### src/hdl/assert_macros.svh
// assertion macros used by the receiver decode logic
// no dependencies; define NO_ASSERTIONS to compile them away
`ifndef ASSERT_MACROS_SVH
`define ASSERT_MACROS_SVH

`ifndef NO_ASSERTIONS

// same-cycle implication, held off during reset
`define ASSERT_IMPL(label, clk, rst, ante, cons) \
  label: assert property (@(posedge clk) disable iff (rst) (ante) |-> (cons)) \
    else $error("same-cycle check failed");

// next-cycle implication, held off during reset
`define ASSERT_NEXT(label, clk, rst, ante, cons) \
  label: assert property (@(posedge clk) disable iff (rst) (ante) |=> (cons)) \
    else $error("next-cycle check failed");

`else

`define ASSERT_IMPL(label, clk, rst, ante, cons)
`define ASSERT_NEXT(label, clk, rst, ante, cons)

`endif

`endif

### src/hdl/cebr_pkg.sv
// types and constants of the block receiver
// no dependencies
package cebr_pkg;

  localparam logic [7:0] SYNC_BYTE_A = 8'h55;
  localparam logic [7:0] SYNC_BYTE_B = 8'h01;
  localparam logic [7:0] SYNC_BYTE_C = 8'h8A;
  localparam logic [7:0] KEY_REPLY   = 8'h75;
  localparam logic [7:0] BYTE_MASK   = 8'hFF;

  // sync hunt and link state, one-hot
  typedef enum logic [3:0] {
    HUNT_A = 4'b0001,
    HUNT_B = 4'b0010,
    HUNT_C = 4'b0100,
    LINKED = 4'b1000
  } sync_state_t;

  typedef struct packed {
    logic       echo_valid;
    logic [7:0] echo_byte;
    logic       data_valid;
    logic [7:0] data_byte;
    logic [7:0] byte_position;
    logic       block_end;
    logic [7:0] frame_counter;
    logic       link_synced;
  } result_t;

endpackage

### src/hdl/cebr_in_stage.sv
// input register of the block receiver
// depends on cebr_pkg
module cebr_in_stage import cebr_pkg::*; (
  input  logic       clk,
  input  logic       rst,
  input  logic       in_valid,
  output logic       in_ready,
  input  logic [7:0] rx_byte,
  input  logic       advance,
  output logic       item_valid,
  output logic [7:0] item_byte
);

  logic       held;
  logic [7:0] held_byte;

  assign in_ready   = !held || advance;
  assign item_valid = held;
  assign item_byte  = held_byte;

  always_ff @(posedge clk) begin
    if (rst) begin
      held <= 1'b0;
    end else if (in_ready) begin
      held <= in_valid;
    end
  end

  always_ff @(posedge clk) begin
    if (in_valid && in_ready) begin
      held_byte <= rx_byte & BYTE_MASK;
    end
  end

endmodule

### src/hdl/cebr_decode.sv
// sync hunt, block deframing and reply generation
// depends on cebr_pkg and assert_macros.svh
`include "assert_macros.svh"

module cebr_decode import cebr_pkg::*; (
  input  logic       clk,
  input  logic       rst,
  input  logic       advance,
  input  logic [7:0] item_byte,
  output result_t    res
);

  sync_state_t sync_state, sync_state_next;
  logic [7:0]  bytes_seen, bytes_seen_next;
  logic [7:0]  bytes_left, bytes_left_next;
  logic [7:0]  counter_reg, counter_reg_next;
  logic        start;

  always_comb begin
    sync_state_next  = sync_state;
    bytes_seen_next  = bytes_seen;
    bytes_left_next  = bytes_left;
    counter_reg_next = counter_reg;
    start            = (bytes_seen == 8'd0);
    res              = '0;
    case (sync_state)
      HUNT_A: begin
        if (item_byte == SYNC_BYTE_A) sync_state_next = HUNT_B;
      end
      HUNT_B: begin
        if (item_byte == SYNC_BYTE_B) sync_state_next = HUNT_C;
      end
      HUNT_C: begin
        if (item_byte == SYNC_BYTE_C) begin
          sync_state_next = LINKED;
          res.echo_valid  = 1'b1;
          res.echo_byte   = KEY_REPLY;
        end
      end
      LINKED: begin
        res.data_valid    = 1'b1;
        res.data_byte     = item_byte;
        res.byte_position = bytes_seen;
        // last byte of a block is not answered, unless it is the length byte
        if (start || bytes_left > 8'd1) begin
          res.echo_valid = 1'b1;
          res.echo_byte  = item_byte ^ BYTE_MASK;
        end
        if (start) begin
          bytes_left_next = item_byte;
        end else begin
          if (bytes_seen == 8'd1) counter_reg_next = item_byte;
          bytes_left_next = bytes_left - 8'd1;
        end
        if (bytes_left_next == 8'd0) begin
          res.block_end   = 1'b1;
          bytes_seen_next = 8'd0;
        end else begin
          bytes_seen_next = bytes_seen + 8'd1;
        end
      end
      default: begin
        sync_state_next = HUNT_A;
      end
    endcase
    res.frame_counter = counter_reg_next;
    res.link_synced   = (sync_state_next == LINKED);
  end

  always_ff @(posedge clk) begin
    if (rst) begin
      sync_state  <= HUNT_A;
      bytes_seen  <= 8'd0;
      bytes_left  <= 8'd0;
      counter_reg <= 8'd0;
    end else if (advance) begin
      sync_state  <= sync_state_next;
      bytes_seen  <= bytes_seen_next;
      bytes_left  <= bytes_left_next;
      counter_reg <= counter_reg_next;
    end
  end

  `ASSERT_NEXT(a_link_sticky, clk, rst, sync_state == LINKED, sync_state == LINKED)
  `ASSERT_IMPL(a_data_needs_link, clk, rst, res.data_valid, res.link_synced)
  `ASSERT_IMPL(a_end_in_block, clk, rst, res.block_end, res.data_valid)
  `ASSERT_IMPL(a_key_only_at_sync, clk, rst, res.echo_valid && !res.data_valid,
               res.echo_byte == KEY_REPLY)
  `ASSERT_NEXT(a_block_restart, clk, rst, advance && res.block_end, bytes_seen == 8'd0)

endmodule

### src/hdl/cebr_out_stage.sv
// result register of the block receiver
// depends on cebr_pkg
module cebr_out_stage import cebr_pkg::*; (
  input  logic    clk,
  input  logic    rst,
  input  logic    item_valid,
  input  result_t res,
  output logic    advance,
  output logic    out_valid,
  input  logic    out_ready,
  output result_t out_res
);

  logic    full;
  result_t held;

  assign advance   = item_valid && (!full || out_ready);
  assign out_valid = full;
  assign out_res   = held;

  always_ff @(posedge clk) begin
    if (rst) begin
      full <= 1'b0;
    end else if (!full || out_ready) begin
      full <= item_valid;
    end
  end

  always_ff @(posedge clk) begin
    if (advance) begin
      held <= res;
    end
  end

endmodule

### src/hdl/complement_echo_block_receiver.sv
// top level of the block receiver: input register, decode logic, result register
// throughput one byte per cycle while results are taken; the result register frees up in the cycle it is taken
// synchronous active-high reset empties both registers and restarts the sync hunt
// reset also clears the block position, remaining count and stored block counter
// depends on cebr_pkg, cebr_in_stage, cebr_decode, cebr_out_stage
module complement_echo_block_receiver import cebr_pkg::*; (
  input  logic       clk,
  input  logic       rst,
  // received byte channel
  input  logic       in_valid,
  output logic       in_ready,
  input  logic [7:0] rx_byte,
  // one result per received byte
  output logic       out_valid,
  input  logic       out_ready,
  output logic       echo_valid,
  output logic [7:0] echo_byte,
  output logic       data_valid,
  output logic [7:0] data_byte,
  output logic [7:0] byte_position,
  output logic       block_end,
  output logic [7:0] frame_counter,
  output logic       link_synced
);

  // advance moves the held byte through decode into the result register,
  // and is the only moment the link state changes
  logic       advance;
  logic       item_valid;
  logic [7:0] item_byte;
  result_t    res;
  result_t    out_res;

  // input register
  cebr_in_stage u_in (
    .clk        (clk),
    .rst        (rst),
    .in_valid   (in_valid),
    .in_ready   (in_ready),
    .rx_byte    (rx_byte),
    .advance    (advance),
    .item_valid (item_valid),
    .item_byte  (item_byte)
  );

  // sync hunt, then length / counter deframing with complement replies
  cebr_decode u_decode (
    .clk       (clk),
    .rst       (rst),
    .advance   (advance),
    .item_byte (item_byte),
    .res       (res)
  );

  // result register, loads a held byte whenever it is empty or its transfer completes
  cebr_out_stage u_out (
    .clk        (clk),
    .rst        (rst),
    .item_valid (item_valid),
    .res        (res),
    .advance    (advance),
    .out_valid  (out_valid),
    .out_ready  (out_ready),
    .out_res    (out_res)
  );

  // unpack the result fields onto their ports
  assign echo_valid    = out_res.echo_valid;
  assign echo_byte     = out_res.echo_byte;
  assign data_valid    = out_res.data_valid;
  assign data_byte     = out_res.data_byte;
  assign byte_position = out_res.byte_position;
  assign block_end     = out_res.block_end;
  assign frame_counter = out_res.frame_counter;
  assign link_synced   = out_res.link_synced;

endmodule

### config.mk
export PLATFORM = sky130hd
export DESIGN_NAME = complement_echo_block_receiver
export DESIGN_NICKNAME = d
export VERILOG_FILES = /design/src/hdl/cebr_pkg.sv /design/src/hdl/cebr_in_stage.sv /design/src/hdl/cebr_decode.sv /design/src/hdl/cebr_out_stage.sv /design/src/hdl/complement_echo_block_receiver.sv
export VERILOG_INCLUDE_DIRS = /design/src /design/src/hdl
export SDC_FILE = /design/constraint.sdc
export NUM_CORES = 1
export LEC_CHECK = 0
export BUFFER_PORTS_ARGS = -buffer_cell sky130_fd_sc_hd__buf_2
export CORE_ASPECT_RATIO = 1.25
export CORE_MARGIN = 2
export CORE_UTILIZATION = 30
export DETAILED_ROUTE_END_ITERATION = 12
export MAX_ROUTING_LAYER = met4
export PLACE_DENSITY = 0.61
export REMOVE_ABC_BUFFERS = 1
export SYNTH_ARGS = -nofsm -noshare
export SYNTH_HDL_FRONTEND = slang
export SYNTH_HIERARCHICAL = 1
export SYNTH_SLANG_ARGS = --single-unit
### constraint.sdc
create_clock -name clk -period 1.82 [get_ports clk]
set_input_delay 0 -clock clk [delete_from_list [all_inputs] [get_ports clk]]
set_output_delay 0 -clock clk [all_outputs]
set_load 0.02 [all_outputs]
==> results of run 1 <==
cells by family after synthesis:
family | after synthesis | share of synthesized area
muxes | 16 | 0.0499
DFF | 74 | 0.563
AOI/OAI and AO/OA | 52 | 0.113
and+or+nand+nor | 119 | 0.209
adders and majority gates | 5 | 0.0183
xor gates and xnor gates | 8 | 0.0205
buffers and inverters | 22 | 0.0260
worst max-delay path, stage by stage, from the launching register on:
cell,delay (ns)
dfxtp_2,0.32
or3_4,0.38
or3_4,0.34
o41ai_4,0.25
a21boi_4,0.31
nor2_1,0.08
how the worst max path moves through the flow:
stage                                                   start                                  end  slack (ns)  depth (start not counted)
after CTS                 u_decode/bytes_left[2]$_SDFFE_PP0P_          u_out/out_res[31]$_DFFE_PP_       -0.11                          5
after global placement    u_decode/bytes_seen[1]$_SDFFE_PP0P_          u_out/out_res[33]$_DFFE_PP_       -0.09                          7
final                     u_decode/bytes_left[2]$_SDFFE_PP0P_          u_out/out_res[31]$_DFFE_PP_       -0.11                          5
after global routing      u_decode/bytes_left[2]$_SDFFE_PP0P_          u_out/out_res[31]$_DFFE_PP_       -0.16                          5
after floorplan           u_decode/sync_state[1]$_SDFFE_PP0P_  u_decode/bytes_seen[3]$_SDFFE_PP0P_       -0.35                          5
after detailed placement  u_decode/bytes_seen[1]$_SDFFE_PP0P_          u_out/out_res[33]$_DFFE_PP_       -0.15                          7
through the flow:
step | area [µm²] | total power, mW
finish | 4820 | 3.68
global route | 4820 | 3.82
CTS | 4650 | 3.73
detailed placement | 4220 | 2.14
global placement | 4220 | 2.13
floorplan | 3360 | 2.02
Yosys cell counts, types with 5 or more instances:
cell,instances,area (µm²)
inv_1,9,33.8
nor3_1,9,45.0
buf_2,5,25.0
clkbuf_1,8,30.0
mux2_2,8,90.1
and2_1,19,119
edfxtp_1,44,1320
a311oi_1,6,52.6
nand4_1,5,31.3
o21ai_0,11,55.1
dfxtp_1,30,601
nor2_1,36,135
a21oi_1,10,50.1
ha_1,5,62.6
nand2_1,11,41.3
mux2i_1,8,80.1
repair_timing:
action                                  in CTS  in global routing
hold endpoints to repair                    10                  0
buffers inserted                             2                  9
pin swaps                                    3                 20
endpoints found under the setup margin      31                 34
gates resized for setup                     13                 31
hold buffers                                10                  0
power breakdown:
part | switching, mW | internal, mW | total [mW] | leakage, nW
registers | 0.0232 | 1.83 | 1.85 | 0.663
logic | 0.166 | 0.0927 | 0.258 | 1.08
clock network | 0.642 | 0.922 | 1.56 | 0.128
metal layers:
metal  up-vias  GRT usage  wire (µm)
met5         -          -          0
met4         0     0.0642        172
met3        15     0.0345        459
met2        74      0.225       3990
met1      1326      0.158       3450
li1       1343          -          -
cell type report:
| type | count | area (µm²) | area share |
|---|---|---|---|
| Clock buffer | 13 | 240 | 0.0498 |
| Timing Repair Buffer | 128 | 898 | 0.186 |
| Multi-Input combinational cell | 200 | 1530 | 0.317 |
| Clock inverter | 3 | 18.8 | 0.00389 |
| Tap cell | 135 | 169 | 0.0350 |
| Sequential cell | 74 | 1930 | 0.401 |
| Inverter | 9 | 33.8 | 0.00701 |
cell usage in the layout (no fill, tap or decap), types with 3 or more instances in the layout:
cell type / synthesis / routed
a211oi_1: 4 / 3
a21oi_1: 10 / 10
a22oi_1: 3 / 3
a311oi_1: 6 / 4
and2_1: 19 / 17
and2_4: 2 / 4
buf_2: 5 / 49
buf_4: 0 / 62
buf_6: 0 / 6
clkbuf_1: 8 / 4
clkbuf_16: 0 / 9
dfxtp_1: 30 / 24
dfxtp_2: 0 / 5
dlygate4sd3_1: 0 / 10
edfxtp_1: 44 / 44
ha_1: 5 / 3
inv_1: 9 / 7
mux2_2: 8 / 8
mux2i_1: 8 / 6
nand2_1: 11 / 11
nand2b_1: 3 / 3
nand3_1: 4 / 4
nand3b_1: 3 / 3
nand4_1: 5 / 5
nor2_1: 36 / 36
nor3_1: 9 / 8
nor4_1: 3 / 3
o211ai_1: 3 / 3
o21ai_0: 11 / 7
o21ai_1: 1 / 5
or3_4: 2 / 3
or4_4: 1 / 3
xnor2_1: 4 / 3
xor2_1: 4 / 4
==> results.cfg, run 1 <==
[status]
status = finished, violations left
violations = negative setup slack

[clock_network]
cts_max_path_buffers = 2
cts_tree = done
clk_pin_slew_worst_paths_ns = 0.06
root_buffer = clkbuf_16
numCtsBuffers = 9
cts-htree-levels = 3
cts.sinks = 74
insertion_delay_ns = 0.33

[flow_run]
drv_cap = 0

[sta]
finalCriticalPeriod_ns = 1.93
slew_headroom = 0.658
rsz0062_at_grt = yes
fmax_mhz = 518
worstMarginPinSlew_ns = 0.513
hold_viol_final = 0
finalCritPeriodShare = 1.06
tns_ns = -0.850
fin_ws_ns = -0.112
finalMaxSlewViolations = 0
fin_skew_ns = 0.00588
setup_viol = 14
whs_ns = 0.125

[yosys]
netlist_instances = 296
ys_types = 56
syn_avg_cell_area_um2 = 11.5
ys_seq_area_frac = 0.563
async_flop_share = 0
netlist_area_um2 = 3410
synth_seq_cells = 74
ys.warnings.count = 6
synth-edff-count = 44
synth_ff_type = edfxtp_1

[global_route]
grt_usage = 0.137
grt_pass1_vias = 2570
grt_overflow = 0
grt_pass1_wl_um = 12500
antenna_found_initial = 0
grt_start_max_net_pins = 28

[min_path]
hold_depth = 2
min_path_type = input pin to flip-flop
worstHoldEndpoint = u_decode/counter_reg[1]$_SDFFE_PP0P_
hp-start = rst

[setup_path]
r2r-end = u_out/out_res[31]$_DFFE_PP_
reg2reg_depth = 5
cp_max_fo = 6
startpoint_type = flip-flop
r2r_start = u_decode/bytes_left[2]$_SDFFE_PP0P_
path_class = flip-flop to flip-flop
rrSetupSlack_ns = -0.11
arrival_ns = 2.01
required_ns = 1.90
end_kind = flip-flop

[floorplan]
rows = 43
io-pin-count = 50
die_x_um = 99.4
core_area_um2 = 11100
die_h_um = 123
dieArea_um2 = 12200
start_util = 0.308

[drt]
via_per_inst = 4.91
postRouteAntennaNets = 0
vias = 2758
firstDrtPassIters = 4
finalWirelength_um = 8070
drc_errors = 0
drt_iter0_drc = 142
wl_per_cell_um = 14.4

[cells_and_area]
nNetsFinal = 439
layoutNonFillerInstCount = 562
drive_gt1_frac = 0.426
area_growth_pct = 41.3
final_core_util = 0.435
nFillCells = 1065
largest_reg_flops = 36
n_antenna_cell = 0

[placed_design]
pre_cts_ws_ns = -0.153
dp.cells = 525
port_buffers = 49
place.gp.congestion = 0.870
dp_hpwl_um = 5580

[pwr]
p_per_area_nw_per_um2 = 763
ir_drop_uv = 355
leakage_nw = 1.88
No activity file was read; power rests on OpenSTA's default activity.
==> inputs of run 2 (changes only) <==
==> constraint.sdc (replaced) <==
create_clock -name clk -period 1.7 [get_ports clk]
set_input_delay 0 -clock clk [delete_from_list [all_inputs] [get_ports clk]]
set_output_delay 0 -clock clk [all_outputs]
set_load 0.02 [all_outputs]
==> results.cfg, run 2 (synthesis results as in run 1) <==
[global_route]
grt_usage = 0.147
grt_pass1_wl_um = 13400
grt_start_max_net_pins = 28
grt_pass1_vias = 2716
grt_overflow = 0
antenna_found_initial = 0

[floorplan]
core_area_um2 = 11100
dieArea_um2 = 12200
die_x_um = 99.4
die_h_um = 123
start_util = 0.308
rows = 43
io-pin-count = 50

[drt]
postRouteAntennaNets = 0
via_per_inst = 4.84
wl_per_cell_um = 14.4
drc_errors = 0
firstDrtPassIters = 4
finalWirelength_um = 8200
drt_iter0_drc = 202
vias = 2759

[setup_path]
cp_max_fo = 6
startpoint_type = flip-flop
path_delay_family = simple AND/OR/NAND/NOR gates
cp_common_cell = or3_4
arrival_ns = 1.98
slowest_stage = or3_4
path_cells = or3_4, or3_4, o41ai_4, a21boi_4, nor2_1
crit_buf_inv = 0
required_ns = 1.78
end_kind = flip-flop
path_class = flip-flop to flip-flop
cpPeakStageDelay_ns = 0.38

[clock_network]
numCtsBuffers = 9
cts_max_path_buffers = 2
cts_tree = done
cts-htree-levels = 3
insertion_delay_ns = 0.33
clk_pin_slew_worst_paths_ns = 0.06
cts.sinks = 74
root_buffer = clkbuf_16

[cells_and_area]
nFillCells = 1047
nNetsFinal = 447
largest_reg_flops = 36
final_core_util = 0.445
n_antenna_cell = 0
area_growth_pct = 44.8
layoutNonFillerInstCount = 570
layout_commonest_cell = buf_4
drive_gt1_frac = 0.453
mostFrequentLayoutCells = buf_4, buf_2, edfxtp_1

[sta]
slew_headroom = 0.784
fmax_mhz = 527
finalCritPeriodShare = 1.12
hold_viol_final = 0
worstMarginPinSlew_ns = 0.324
fin_ws_ns = -0.197
rsz0062_at_grt = yes
finalCriticalPeriod_ns = 1.90
setup_viol = 35
fin_skew_ns = 0.00620
finalMaxSlewViolations = 0
tns_ns = -3.35
whs_ns = 0.0485

[min_path]
min_path_type = input pin to flip-flop

[placed_design]
place.gp.congestion = 0.841
port_buffers = 49
dp_hpwl_um = 5810
dp.cells = 534

[pwr]
fin_total_pwr_mw = 3.97
p_per_area_nw_per_um2 = 805
seqPwrFrac = 0.501
p_clk_frac = 0.426
ir_drop_uv = 416
switchingPower_mw = 0.921
internal-power_mw = 3.05
leakage_nw = 1.92
p_comb_frac = 0.073
swShare = 0.232

[status]
status = finished, violations left
violations = negative setup slack

[flow_run]
drv_cap = 0
-- run 2: cell types whose count changed in the layout (fill, tap and decap cells not counted), moves of 2 or more --
cell and delta:
mux2i_2 -2, o21ai_1 -4, o21ai_2 +3, buf_6 +7, mux2i_1 +2, clkbuf_1 -2
-- run 2: power groups by stage --
stage | clock network, mW | registers, mW | logic, mW
2_1_floorplan | 0 | 2.09 | 0.0630
3_3_place_gp | 0 | 2.03 | 0.265
3_5_place_dp | 0 | 2.03 | 0.267
4_1_cts | 1.73 | 1.99 | 0.288
5_1_grt | 1.81 | 2.00 | 0.311
6_report | 1.69 | 1.99 | 0.290
-- run 2: routing by layer --
metal,global-route usage,up-vias,part of all wire
li1,-,1357,-
met1,0.182,1290,0.44
met2,0.226,93,0.48
met3,0.0339,19,0.052
met4,0.0728,0,0.030
met5,-,-,0
-- run 2: repair_timing --
item,in CTS,in global routing
resized for setup,38,18
buffers inserted,7,3
pin swaps,10,11
hold endpoints to repair,10,0
endpoints found under the setup margin,37,43
hold buffers,10,0
-- run 2: path summary, 6_finish.rpt --
kind,startpoint,endpoint,slack (ns),cells after the start
max,u_decode/bytes_left[2]$_SDFFE_PP0P_,u_out/out_res[27]$_DFFE_PP_,-0.20,5
min,rst,u_decode/bytes_seen[2]$_SDFFE_PP0P_,0.05,2
max reg2reg,u_decode/bytes_left[2]$_SDFFE_PP0P_,u_out/out_res[27]$_DFFE_PP_,-0.20,5
min reg2reg,u_out/out_valid$_SDFFE_PP0P_,u_out/out_valid$_SDFFE_PP0P_,0.50,2
-- run 2: final cells by class --
type                       count  area, µm²  area share
tap                          135        169      0.0342
multi-input combinational    200       1560       0.315
sequential                    74       1930       0.391
timing repair buffer         136        985       0.199
clock buffer                  11        233      0.0471
inverter                       9       33.8     0.00684
clock inverter                 5       30.0     0.00608
-- run 2: metrics by stage --
stage | area, µm² | setup slack, ns
4_1_cts | 4840 | -0.173
6_report | 4940 | -0.197
3_5_place_dp | 4290 | -0.230
3_3_place_gp | 4290 | -0.198
5_1_grt | 4940 | -0.276
2_1_floorplan | 3360 | -0.467
